$ cat src/sv/rgbds_pkg.sv
package rgbds_pkg;

   // Register index of the configuration port.
   localparam int CSR_INDEX_BITS = 2;

   typedef enum logic [CSR_INDEX_BITS-1:0] {
      CSR_SRC_WIDTH  = 2'd0,
      CSR_SRC_HEIGHT = 2'd1,
      CSR_DST_WIDTH  = 2'd2,
      CSR_DST_HEIGHT = 2'd3
   } csr_index_type;

   // Register values after reset.
   localparam int RESET_SRC_WIDTH  = 320;
   localparam int RESET_SRC_HEIGHT = 240;
   localparam int RESET_DST_WIDTH  = 192;
   localparam int RESET_DST_HEIGHT = 192;

   // Luma weights, summed and shifted right by eight.
   localparam logic [7:0] WEIGHT_RED   = 8'd77;
   localparam logic [7:0] WEIGHT_GREEN = 8'd150;
   localparam logic [7:0] WEIGHT_BLUE  = 8'd29;
   localparam logic [7:0] GRAY_OFFSET  = 8'd128;

endpackage

$ cat src/sv/rgb565_gray_nearest_downscale.sv
// Channel   Direction  Handshake        Beat contents
// req_      in         valid / stall    pixel (RGB565)
// rsp_      out        valid / stall    gray, row_end, frame_end
// csr_      in         valid / ready    index, data (one size register)
//
// One pixel can be accepted every cycle while req_stall is low; a picked pixel
// passes the decimation stage register, then the luma stage into the output
// register, before it appears on rsp_. Unpicked pixels only advance the counters.
// After reset and after every register write, req_stall is high for one cycle
// while the saturated sizes and the row product are reloaded.
// rsp_stall holds the output register; the decimation stage still takes one
// more pixel behind it before req_stall rises.
module rgb565_gray_nearest_downscale #(
   parameter int COORD_BITS = 12
) (
   input  logic                                      clock,
   input  logic                                      reset,
   input  logic                                      req_valid,
   output logic                                      req_stall,
   input  logic [15:0]                               req_pixel,
   output logic                                      rsp_valid,
   input  logic                                      rsp_stall,
   output logic signed [7:0]                         rsp_gray,
   output logic                                      rsp_row_end,
   output logic                                      rsp_frame_end,
   input  logic                                      csr_valid,
   output logic                                      csr_ready,
   input  logic [rgbds_pkg::CSR_INDEX_BITS-1:0]      csr_index,
   input  logic [COORD_BITS-1:0]                     csr_data
);
   import rgbds_pkg::*;

   localparam int CB = COORD_BITS;
   localparam int NB = 2 * COORD_BITS;

   // Size registers.
   logic [CB-1:0] src_width_ff, src_height_ff, dst_width_ff, dst_height_ff;
   // Saturated sizes and the end-of-row product, reloaded after each write.
   logic [CB-1:0] sw_ff, sh_ff, dw_ff, dh_ff;
   logic [CB-1:0] sw_in, sh_in, dw_in, dh_in;
   logic [CB-1:0] dw_raw, dh_raw;
   logic [NB-1:0] limit_ff, limit_in;
   logic          pending_ff;

   // Scan state.
   logic [CB-1:0] src_col_ff, src_row_ff, orc_ff;
   logic [CB-1:0] src_col_in, src_row_in, orc_in;
   logic [NB-1:0] col_num_ff, col_base_ff, row_num_ff, row_base_ff;
   logic [NB-1:0] col_num_in, col_base_in, row_num_in, row_base_in;

   // Pipeline.
   logic          s1_valid_ff, s1_valid_in;
   logic [15:0]   s1_pixel_ff;
   logic          s1_row_end_ff, s1_frame_end_ff;
   logic          rsp_valid_ff, rsp_valid_in;
   logic signed [7:0] rsp_gray_ff;
   logic          rsp_row_end_ff, rsp_frame_end_ff;
   logic signed [7:0] luma_gray;

   logic          accept, s1_move, csr_write;
   logic          row_pick, col_pick, pick, is_row_end, is_frame_end;
   logic          last_col, row_done;
   logic [NB:0]   col_num_plus;

   assign csr_ready = 1'b1;
   assign csr_write = csr_valid & csr_ready;

   // Register writes.
   always_ff @(posedge clock) begin
      if (reset) begin
         src_width_ff  <= CB'(RESET_SRC_WIDTH);
         src_height_ff <= CB'(RESET_SRC_HEIGHT);
         dst_width_ff  <= CB'(RESET_DST_WIDTH);
         dst_height_ff <= CB'(RESET_DST_HEIGHT);
      end else if (csr_write) begin
         case (csr_index_type'(csr_index))
            CSR_SRC_WIDTH:  src_width_ff  <= csr_data;
            CSR_SRC_HEIGHT: src_height_ff <= csr_data;
            CSR_DST_WIDTH:  dst_width_ff  <= csr_data;
            CSR_DST_HEIGHT: dst_height_ff <= csr_data;
            default: ;
         endcase
      end
   end

   // A zero size acts as one; destination sizes saturate to the source.
   always_comb begin
      sw_in  = (src_width_ff == '0) ? CB'(1) : src_width_ff;
      sh_in  = (src_height_ff == '0) ? CB'(1) : src_height_ff;
      dw_raw = (dst_width_ff == '0) ? CB'(1) : dst_width_ff;
      dh_raw = (dst_height_ff == '0) ? CB'(1) : dst_height_ff;
      dw_in  = (dw_raw > sw_in) ? sw_in : dw_raw;
      dh_in  = (dh_raw > sh_in) ? sh_in : dh_raw;
      limit_in = NB'(dw_in) * NB'(sw_in);
   end

   always_ff @(posedge clock) begin
      sw_ff    <= sw_in;
      sh_ff    <= sh_in;
      dw_ff    <= dw_in;
      dh_ff    <= dh_in;
      limit_ff <= limit_in;
   end

   // Hold off pixels for one cycle while the derived sizes settle.
   always_ff @(posedge clock) begin
      if (reset) begin
         pending_ff <= 1'b1;
      end else begin
         pending_ff <= csr_write;
      end
   end

   // Handshake of the two stages.
   assign s1_move   = s1_valid_ff & (~rsp_valid_ff | ~rsp_stall);
   assign req_stall = pending_ff | (s1_valid_ff & ~s1_move);
   assign accept    = req_valid & ~req_stall;

   // Pick decision from the running numerators and bases.
   always_comb begin
      row_pick = (orc_ff < dh_ff)
               && ({1'b0, row_num_ff} < ({1'b0, row_base_ff} + (NB+1)'(dh_ff)));
      col_pick = (col_num_ff < limit_ff)
               && ({1'b0, col_num_ff} < ({1'b0, col_base_ff} + (NB+1)'(dw_ff)));
      pick = row_pick & col_pick;
      col_num_plus = {1'b0, col_num_ff} + (NB+1)'(sw_ff);
      is_row_end   = col_num_plus >= {1'b0, limit_ff};
      is_frame_end = is_row_end && (({1'b0, orc_ff} + (CB+1)'(1)) >= {1'b0, dh_ff});
      last_col = ({1'b0, src_col_ff} + (CB+1)'(1)) >= {1'b0, sw_ff};
      row_done = ({1'b0, src_row_ff} + (CB+1)'(1)) >= {1'b0, sh_ff};
   end

   // Counter updates for one accepted pixel.
   always_comb begin
      src_col_in  = src_col_ff;
      src_row_in  = src_row_ff;
      orc_in      = orc_ff;
      col_num_in  = col_num_ff;
      col_base_in = col_base_ff;
      row_num_in  = row_num_ff;
      row_base_in = row_base_ff;
      if (accept) begin
         if (pick) begin
            col_num_in = col_num_plus[NB-1:0];
         end
         if (!last_col) begin
            src_col_in  = src_col_ff + CB'(1);
            col_base_in = col_base_ff + NB'(dw_ff);
         end else begin
            src_col_in  = '0;
            col_num_in  = '0;
            col_base_in = '0;
            if (row_done) begin
               src_row_in  = '0;
               orc_in      = '0;
               row_num_in  = '0;
               row_base_in = '0;
            end else begin
               if (row_pick) begin
                  row_num_in = row_num_ff + NB'(sh_ff);
                  orc_in     = orc_ff + CB'(1);
               end
               row_base_in = row_base_ff + NB'(dh_ff);
               src_row_in  = src_row_ff + CB'(1);
            end
         end
      end
   end

   always_ff @(posedge clock) begin
      if (reset) begin
         src_col_ff  <= '0;
         src_row_ff  <= '0;
         orc_ff      <= '0;
         col_num_ff  <= '0;
         col_base_ff <= '0;
         row_num_ff  <= '0;
         row_base_ff <= '0;
      end else begin
         src_col_ff  <= src_col_in;
         src_row_ff  <= src_row_in;
         orc_ff      <= orc_in;
         col_num_ff  <= col_num_in;
         col_base_ff <= col_base_in;
         row_num_ff  <= row_num_in;
         row_base_ff <= row_base_in;
      end
   end

   // Decimation stage: holds a picked pixel and its marks.
   assign s1_valid_in = accept ? pick : (s1_move ? 1'b0 : s1_valid_ff);

   always_ff @(posedge clock) begin
      if (reset) begin
         s1_valid_ff <= 1'b0;
      end else begin
         s1_valid_ff <= s1_valid_in;
      end
   end

   always_ff @(posedge clock) begin
      if (accept) begin
         s1_pixel_ff     <= req_pixel;
         s1_row_end_ff   <= is_row_end;
         s1_frame_end_ff <= is_frame_end;
      end
   end

   // Luma stage into the output register.
   rgbds_luma u_luma (
      .pixel (s1_pixel_ff),
      .gray  (luma_gray)
   );

   assign rsp_valid_in = s1_move ? 1'b1 : (rsp_stall ? rsp_valid_ff : 1'b0);

   always_ff @(posedge clock) begin
      if (reset) begin
         rsp_valid_ff <= 1'b0;
      end else begin
         rsp_valid_ff <= rsp_valid_in;
      end
   end

   always_ff @(posedge clock) begin
      if (s1_move) begin
         rsp_gray_ff      <= luma_gray;
         rsp_row_end_ff   <= s1_row_end_ff;
         rsp_frame_end_ff <= s1_frame_end_ff;
      end
   end

   assign rsp_valid     = rsp_valid_ff;
   assign rsp_gray      = rsp_gray_ff;
   assign rsp_row_end   = rsp_row_end_ff;
   assign rsp_frame_end = rsp_frame_end_ff;

   // The frame mark only comes with a row mark.
   a_frame_has_row_end : assert property (@(posedge clock) disable iff (reset)
      rsp_valid && rsp_frame_end |-> rsp_row_end)
      else $error("frame_end without row_end");

   // A register write blocks pixels in the following cycle.
   a_stall_after_write : assert property (@(posedge clock) disable iff (reset)
      csr_valid && csr_ready |=> req_stall)
      else $error("pixel accepted while sizes reload");

   // A full pipeline behind a stalled output takes no new pixel.
   a_full_stalls : assert property (@(posedge clock) disable iff (reset)
      s1_valid_ff && rsp_valid_ff && rsp_stall |-> req_stall)
      else $error("pixel accepted into a full pipeline");

   // The decimation stage only hands over into a free output register.
   a_move_into_free : assert property (@(posedge clock) disable iff (reset)
      s1_move |-> !(rsp_valid_ff && rsp_stall))
      else $error("result overwritten while stalled");

endmodule

$ cat src/sv/rgbds_luma.sv
module rgbds_luma (
   input  logic [15:0]       pixel,
   output logic signed [7:0] gray
);
   import rgbds_pkg::*;

   // Stretch a 5-bit channel to 0..255, rounded down. v*255/31 is 8*v plus
   // the whole part of 7*v/31, which steps up at each listed threshold.
   function automatic logic [7:0] expand5(input logic [4:0] v);
      logic [7:0] r;
      r = {v, 3'b000};
      if (v >= 5'd5)  r = r + 8'd1;
      if (v >= 5'd9)  r = r + 8'd1;
      if (v >= 5'd14) r = r + 8'd1;
      if (v >= 5'd18) r = r + 8'd1;
      if (v >= 5'd23) r = r + 8'd1;
      if (v >= 5'd27) r = r + 8'd1;
      if (v >= 5'd31) r = r + 8'd1;
      return r;
   endfunction

   // Stretch a 6-bit channel to 0..255, rounded down. v*255/63 is 4*v plus
   // the whole part of v/21.
   function automatic logic [7:0] expand6(input logic [5:0] v);
      logic [7:0] r;
      r = {v, 2'b00};
      if (v >= 6'd21) r = r + 8'd1;
      if (v >= 6'd42) r = r + 8'd1;
      if (v >= 6'd63) r = r + 8'd1;
      return r;
   endfunction

   logic [7:0]  red8;
   logic [7:0]  green8;
   logic [7:0]  blue8;
   logic [15:0] weighted_sum;
   logic [7:0]  luma;

   // Expand each channel to 8 bits.
   assign red8   = expand5(pixel[15:11]);
   assign green8 = expand6(pixel[10:5]);
   assign blue8  = expand5(pixel[4:0]);

   // Weighted sum stays below 65536, so 16 bits suffice.
   assign weighted_sum = 16'(red8) * 16'(WEIGHT_RED) + 16'(green8) * 16'(WEIGHT_GREEN)
                       + 16'(blue8) * 16'(WEIGHT_BLUE);
   assign luma = weighted_sum[15:8];

   // Shift the range to signed -128..127.
   assign gray = signed'(luma - GRAY_OFFSET);

endmodule
$ cat config.mk
export PLATFORM = sky130hd
export DESIGN_NAME = rgb565_gray_nearest_downscale
export DESIGN_NICKNAME = d
export VERILOG_FILES = /design/src/sv/rgbds_pkg.sv /design/src/sv/rgb565_gray_nearest_downscale.sv /design/src/sv/rgbds_luma.sv
export SDC_FILE = /design/constraint.sdc
export NUM_CORES = 1
export LEC_CHECK = 0
export CAP_MARGIN = 0
export CELL_PAD_IN_SITES_DETAIL_PLACEMENT = 1
export CELL_PAD_IN_SITES_GLOBAL_PLACEMENT = 1
export CORE_MARGIN = 8
export CORE_UTILIZATION = 55
export CTS_CLUSTER_SIZE = 40
export DETAILED_ROUTE_END_ITERATION = 8
export DONT_BUFFER_PORTS = 1
export GPL_ROUTABILITY_DRIVEN = 0
export PLACE_DENSITY_LB_ADDON = 0.1
export SLEW_MARGIN = 20
export SYNTH_ARGS = -nofsm -noshare
export SYNTH_HDL_FRONTEND = slang
export SYNTH_SLANG_ARGS = --single-unit
$ cat constraint.sdc
create_clock -name clock -period 20.4 [get_ports clock]
set_clock_uncertainty 0.2 [all_clocks]
set_input_delay 5.1 -clock clock [delete_from_list [all_inputs] [get_ports clock]]
set_output_delay 5.1 -clock clock [all_outputs]
set_load 0.02 [all_outputs]
**Word level (Yosys, flattened, before mapping)**

Index checks and enable logic that the tools add are counted.

- Register bits: 283
- Bits of input ports: 35
- Output and inout bits: 13
- Logic and storage cells: 157

- Add/subtract/negate cells: 32
- Multipliers: 4
- Order comparisons: 27
- Equal/unequal tests: 4
- Mux-type cells: 37
- Bitwise gates (word level): 10
- Reduce and logical (&&, ||, !) cells: 18

Operators with widths:

| kind | count |
|---|---|
| $mux W24 | 6 |
| $add A8 B1 Y8 const B | 17 |
| $mux W8 | 17 |
| $mux W12 | 10 |
| $add A24 B12 Y25 | 3 |
| $add A24 B12 Y24 | 3 |
| $lt A24 B25 Y1 | 2 |
| $logic_not A12 Y1 | 4 |
| $ge A5 B5 Y1 const B | 8 |
| $add A12 B1 Y13 const B | 3 |
| $ge A13 B12 Y1 | 3 |
| $add A12 B1 Y12 const B | 3 |
| $mul A8 B7 Y15 const B | 2 |
| $ge A25 B24 Y1 | 1 |
| $gt A12 B12 Y1 | 2 |
| $lt A24 B24 Y1 | 1 |
| $mul A12 B12 Y24 | 1 |
| $ge A5 B4 Y1 const B | 4 |
| $add A15 B16 Y16 | 1 |
| $add A16 B13 Y16 | 1 |
| $mul A8 B5 Y13 const B | 1 |
| $ge A6 B6 Y1 const B | 2 |
| $lt A12 B12 Y1 | 1 |
| $reduce_and A2 Y1 | 6 |
| 14 further kinds | 30 |

**Longest topological paths before layout**

Gate-level depths: netlist (run 1).

- Word-level depth: 18
- Mapped depth: 41
- Depth with buffers taken out: 39

**Cells and area by module**

Synthesis (run 1) repeated with hierarchy kept, for this count alone.

- Cell total of the unflattened synthesis: 3172
- Area total of the unflattened synthesis: 27010.9 um^2

By module, submodules not included:

| module | times used | cells an instance | area an instance (um^2) | seq. area each (um^2) |
|---|---|---|---|---|
| rgb565_gray_nearest_downscale | 1 | 2508 | 21695.8 | 5945.7 |
| rgbds_luma | 1 | 664 | 5315.1 | 0.0 |

**Worst setup path after synthesis (run 1)**

OpenSTA, ideal clock, no wires.

- Kind: input -> output
- Start: in rsp_stall
- End: out req_stall
- Data arrival time: 5405 ps
- Required time: 15100 ps
- Path slack: 9695 ps
- Stages: 2
- Buffers on the path: 0
- Cells stage by stage: a31oi_1 inv_1

- Cells in the longest elaborated chain, start to end: 6

RTL lines:

| item | line | source |
|---|---|---|
| from (decl) | rgb565_gray_nearest_downscale.sv:22 | `input logic rsp_stall,` |
| $not A1 Y1 | rgb565_gray_nearest_downscale.sv:115 | `assign s1_move = s1_valid_ff & (~rsp_valid_ff \| ~rsp_stall);` |
| $or A1 B1 Y1 | rgb565_gray_nearest_downscale.sv:115 |  |
| $and A1 B1 Y1 | rgb565_gray_nearest_downscale.sv:115 |  |
| $not A1 Y1 | rgb565_gray_nearest_downscale.sv:116 | `assign req_stall = pending_ff \| (s1_valid_ff & ~s1_move);` |
| $and A1 B1 Y1 | rgb565_gray_nearest_downscale.sv:116 |  |
| $or A1 B1 Y1 | rgb565_gray_nearest_downscale.sv:116 |  |
| to (decl) | rgb565_gray_nearest_downscale.sv:19 | `output logic req_stall,` |

No other way between the ends.

**Worst setup path after layout (run 1)**

Same ends and word-level chain as after synthesis.

==> results of run 1 <==
[state kept, by name, indices dropped and copies added (netlist names), 16 cells and up]
register     flops
col_base_ff     24
col_num_ff      24
limit_ff        24
row_base_ff     24
row_num_ff      24
s1_pixel_ff     16
[final timing paths]
path	startpoint	to	slack [ns]	depth (start not counted)
worst max-delay path	rsp_stall	req_stall	9.67	2
worst min-delay path	src_height_ff[1]	sh_ff[1]	0.20	0
worst max register to register	s1_pixel_ff[2]	rsp_gray[7]	10.89	36
worst min register to register	src_height_ff[1]	sh_ff[1]	0.20	0
[cells by family after synthesis]
group | share of synthesized area, %
XOR/XNOR | 6.621
multiplexers | 1.197
AND/OR/NAND/NOR | 16.38
AO/OA/AOI/OAI | 15.08
flip-flops | 22.85
adder cells (fa/ha/maj) | 30.30
buffers and inverters | 7.554
other | 0.01441
[cells in the mapped netlist, drive strengths merged, types with 32 or more instances]
| cell | n |
|---|---|
| a21o | 62 |
| nand4 | 39 |
| xor2 | 99 |
| nor2 | 174 |
| o21ai | 111 |
| xnor2 | 95 |
| nor3 | 47 |
| and2 | 61 |
| fa | 159 |
| dfxtp | 255 |
| a21oi | 214 |
| o21a | 32 |
| ha | 375 |
| nand3 | 55 |
| nand2 | 313 |
| clkbuf | 127 |
| inv | 373 |
[layer usage]
layer / wire length (µm) / vias to the layer above / share of wire, %
met1: 30730 / 10640 / 42
met4: 2115 / 0 / 2.9
met2: 37010 / 374 / 51
met3: 2535 / 148 / 3.5
li1: - / 10160 / -
met5: 0 / - / 0
[through the flow]
stage / setup slack [ns] / instances / utilization, %
detailed placement: 9.665 / 3526 / 56.42
global route: 9.575 / 3588 / 58.94
CTS: 9.666 / 3588 / 58.93
finish: 9.670 / 3588 / 58.94
global placement: 9.653 / 3526 / 56.42
floorplan: 9.695 / 3050 / -
[final cells by class]
class,instances,area (µm²)
clock inverters,12,155.1
multi-input cells,2249,18120
flip-flops and latches,283,5946
fillers,5476,19160
repair buffers,14,105.1
inverters,373,1400
clock buffers,50,1013
well taps,607,759.5
[power groups by stage]
stage	clock network [W]	logic (W)	registers, W
5_1_grt	0.000672	0.000963	0.000653
3_3_place_gp	0	0.000768	0.000661
4_1_cts	0.000648	0.000848	0.000650
2_1_floorplan	0	0.000636	0.000647
3_5_place_dp	0	0.000828	0.000662
6_report	0.000636	0.000839	0.000650
==> flow_metrics.tcl, run 1 <==
set metrics [dict create \
    status "completed" \
    switchingPower_w 0.0007897 \
    slew_violations 0 \
    hold_path.class "reg -> reg" \
    synth_edf_count 28 \
    met3_usage_pct 3.421 \
    cts_hold_buf 0 \
    mostFrequentLayoutCell "ha_1" \
    seq_area_frac_synth_pct 22.85 \
    cp_slowest_cell "a31oi_1" \
    diodes 0 \
    crit_arrival_ns 5.43 \
    worstMarginPinSlew_ns 1.051 \
    setup_tns_ns 0 \
    start_util_pct 55.77 \
    crit_family "compound AO/OA/AOI/OAI gates" \
    use_met1_pct 31.56 \
    worstPathRequired_ns 15.10 \
    dr.pass1.iters 5 \
    period_share_pct 52.60 \
    synthTopCellsByArea "dfxtp_1, ha_1, fa_1" \
    cp_cell_sequence "a31oi_1 -> inv_1" \
    vias 21330 \
    final_area_um2 27500 \
    root_buffer "clkbuf_16" \
    crit_fanout 4 \
    drt-initial-drc-count 1034 \
    setup_viol 0 \
    critPathBufInv 1 \
    place_area_um2 26320 \
    syn_to_final_growth_pct 5.674 \
    hold_viol 0 \
    final_antenna_net_count 0 \
    critPathKind "in -> out" \
    fmax_mhz 93.19 \
    fp.dieH_um 233.5 \
    cp-start-kind "input pin" \
    core_area_um2 46650 \
    globalRouteMet2Util_pct 49.84 \
    relSlewSlack_pct 29.28 \
    grt_busiest_layer "met2" \
    wirelength_mm 72.40 \
    yosysTopAreaCell "dfxtp_1" \
    post_cts_buffers 0 \
    pwr-share-comb_pct 39.5 \
    synth_top_cell_area_share_pct 19.62 \
    post-route-drc-count 0 \
    cts_resized 0 \
    fin_hold_ws_ns 0.2047 \
    clock-sinks 283 \
    seqPwrFrac_pct 30.6 \
    powerDensity_nw_per_um2 77.32 \
    grt_pass1_vias 23500 \
    power_w 0.002126 \
    max-clock-path-buffers 3 \
    synth.distinct_cells 84 \
    p_int_w 0.001336 \
    async_flop_share_pct 0 \
    grt_usage_pct 26.81 \
    cts_tree "yes" \
    syn_avg_cell_area_um2 8.531 \
    ir_worst_vdd_uv 76.15 \
    grt_max_degree 104 \
    yosys_warnings 0 \
    power.leakage_nw 12.94 \
    rows 79 \
    antenna_found_initial 0 \
    clk_latency_ns 0.58 \
    switching_share_pct 37.14 \
    cts_made_buffers 36 \
    overflow 0 \
    dp_hpwl_mm 55.44 \
    cp-end-kind "primary output" \
    syn-num-nets 3619 \
    synth_area_um2 26020 \
    drive_above_1_share_pct 4.361 \
    final_cell_mix "ha_1, inv_1, nand2_1" \
    via_per_inst 5.944 \
    post-route-min-period_ns 10.73 \
    rsz0062_at_grt "no" \
    wl_per_cell_um 20.18 \
    cap_viol_max_count 0 \
    ys.flop_type "dfxtp_1" \
    fp.dieW_um 233.5 \
    grt_first_pass_wirelength_mm 119.1 \
    clk_pin_slew_ns 0.05 \
    htreeDepth 2 \
    critPathMaxStageDelay_ns 0.18 \
    port_buffers 0 \
    ioPinCount 48 \
    die-area_um2 54520 \
    num-nets-final 3526 \
    synthCells 3050 \
    p_clk_share_pct 29.9 \
    ys_seq_elements 283 \
]
No activity file was read; power rests on OpenSTA's default activity.
==> run 2: changes to the inputs <==
--- a/config.mk
+++ b/config.mk
@@ -9,7 +9,7 @@
 export CELL_PAD_IN_SITES_DETAIL_PLACEMENT = 1
 export CELL_PAD_IN_SITES_GLOBAL_PLACEMENT = 1
 export CORE_MARGIN = 8
-export CORE_UTILIZATION = 55
+export CORE_UTILIZATION = 51
 export CTS_CLUSTER_SIZE = 40
 export DETAILED_ROUTE_END_ITERATION = 8
 export DONT_BUFFER_PORTS = 1
==> constraint.sdc (replaced) <==
create_clock -name clock -period 9.9 [get_ports clock]
set_clock_uncertainty 0.2 [all_clocks]
set_input_delay 2.475 -clock clock [delete_from_list [all_inputs] [get_ports clock]]
set_output_delay 2.475 -clock clock [all_outputs]
set_load 0.02 [all_outputs]
==> run 2 against run 1 <==
- global-route usage fell by 2.4 points
- sequential share of layout area shrank 0.20 points
- die area is 7.3% higher
- highest routed layer unchanged
- first-iteration DRC count is 8.7% lower
- largest cell class unchanged
- critical endpoint is now rsp_gray[7]
- largest power group unchanged
==> flow_metrics.tcl, run 2 (synthesis gave the netlist of run 1 again) <==
set metrics [dict create \
    status "completed" \
    crit_fanout 14 \
    die-area_um2 58500 \
    drt-initial-drc-count 944 \
    clock-sinks 283 \
    dr.pass1.iters 5 \
    hold_viol 0 \
    fin_hold_ws_ns 0.2114 \
    period_share_pct 94.41 \
    setup_slack_ns 0.5535 \
    num-nets-final 3539 \
    power.leakage_nw 13.04 \
    fp.dieW_um 241.9 \
    worstPathRequired_ns 10.01 \
    cts_resized 0 \
    max-clock-path-buffers 3 \
    hold_path.class "reg -> reg" \
    vias 21190 \
    power_w 0.004461 \
    start_util_pct 51.76 \
    cp_slowest_cell "edfxtp_1" \
    grt_max_degree 104 \
    wirelength_mm 72.52 \
    cp-start-kind "flip-flop" \
    syn_to_final_growth_pct 6.650 \
    post-route-min-period_ns 9.346 \
    critPathKind "reg -> reg" \
    final_antenna_net_count 0 \
    slew_violations 0 \
    place_ws_ns 0.5018 \
    cp-end-kind "flip-flop" \
    drive_above_1_share_pct 4.907 \
    nFillCells 5937 \
    cap_viol_max_count 0 \
    multi_input_area_um2 18120 \
    fp.dieH_um 241.9 \
    relSlewSlack_pct 25.44 \
    post-route-drc-count 0 \
    final_cell_mix "ha_1, inv_1, nand2_1" \
    clk_latency_ns 0.58 \
    htreeDepth 2 \
    via_per_inst 5.774 \
    wl_per_cell_um 19.76 \
    ir_worst_vdd_uv 209.0 \
    cts_tree "yes" \
    root_buffer "clkbuf_16" \
    crit_top_cell "inv_1" \
    port_buffers 0 \
    seq_area_um2 5946 \
    critPathMaxStageDelay_ns 0.61 \
    ioPinCount 48 \
    powerDensity_nw_per_um2 160.8 \
    rows 82 \
    setup_viol 0 \
    overflow 0 \
    cts_made_buffers 37 \
    crit_arrival_ns 9.46 \
    mostFrequentLayoutCell "ha_1" \
    core_area_um2 50270 \
    antenna_found_initial 0 \
    grt_first_pass_wirelength_mm 119.6 \
    grt_pass1_vias 23120 \
    fmax_mhz 107.0 \
    dp_hpwl_mm 56.41 \
    worstMarginPinSlew_ns 1.116 \
    grt_usage_pct 24.45 \
    clk_pin_slew_ns 0.06 \
]
-- run 2: cell count changes in the layout (fill, tap and decap cells not counted), sizes merged --
cell and change:
diode +1, clkinv +1, bufinv +1, buf +12, clkinvlp +1
-- run 2: critical path, delay by kind of cell, from the launching register on --
kind / cells / cell delay [ns]
AND/OR/NAND/NOR: 8 / 1.18
flip-flops: 1 / 0.61
adder cells (fa/ha/maj): 11 / 4.25
AO/OA/AOI/OAI: 7 / 1.41
buffers and inverters: 8 / 0.67
XOR/XNOR: 3 / 0.75
-- run 2: cell type report --
type | count | share of cell area [%]
Antenna cell | 1 | 0.009018
Clock buffer | 50 | 3.805
Multi-Input combinational cell | 2249 | 65.30
Tap cell | 672 | 3.030
Timing Repair Buffer | 26 | 0.7034
Clock inverter | 15 | 0.6853
Sequential cell | 283 | 21.43
Inverter | 373 | 5.045
-- run 2: per-layer routing --
layer,share of wire [%],routed length (µm),vias to the layer above,GRT usage (%)
li1,-,-,10180,-
met3,3.2,2344,113,2.866
met5,0,0,-,0
met2,50,36490,295,44.61
met1,44,31900,10600,30.15
met4,2.5,1779,0,6.527
-- run 2: timing repair --
item	4_1_cts	5_1_grt
setup buffers	0	4
hold buffers	0	0
endpoints found under the setup margin	0	1
-- run 2: power breakdown --
group | leakage, nW | switching [W] | internal, W
logic | 10.1 | 0.00102 | 0.000722
registers | 2.32 | 0.0000625 | 0.00127
clock network | 0.611 | 0.000566 | 0.000812
-- run 2: per-stage QoR --
stage	instance area [µm²]	util [%]	cells	setup TNS [ns]
after floorplan	26020	-	3050	0
after global placement	26470	52.64	3599	0
after detailed placement	26470	52.64	3599	0
after CTS	27710	55.12	3664	0
after global routing	27750	55.19	3668	-0.007281
final	27750	55.20	3669	0
-- run 2: worst paths after layout --
path,start,end,slack (ns),cells past startpoint
worst min-delay path,src_height_ff[2],sh_ff[2],0.21,0
worst max register to register,s1_pixel_ff[4],rsp_gray[7],0.55,37
worst min register to register,src_height_ff[2],sh_ff[2],0.21,0
worst max-delay path,s1_pixel_ff[4],rsp_gray[7],0.55,37
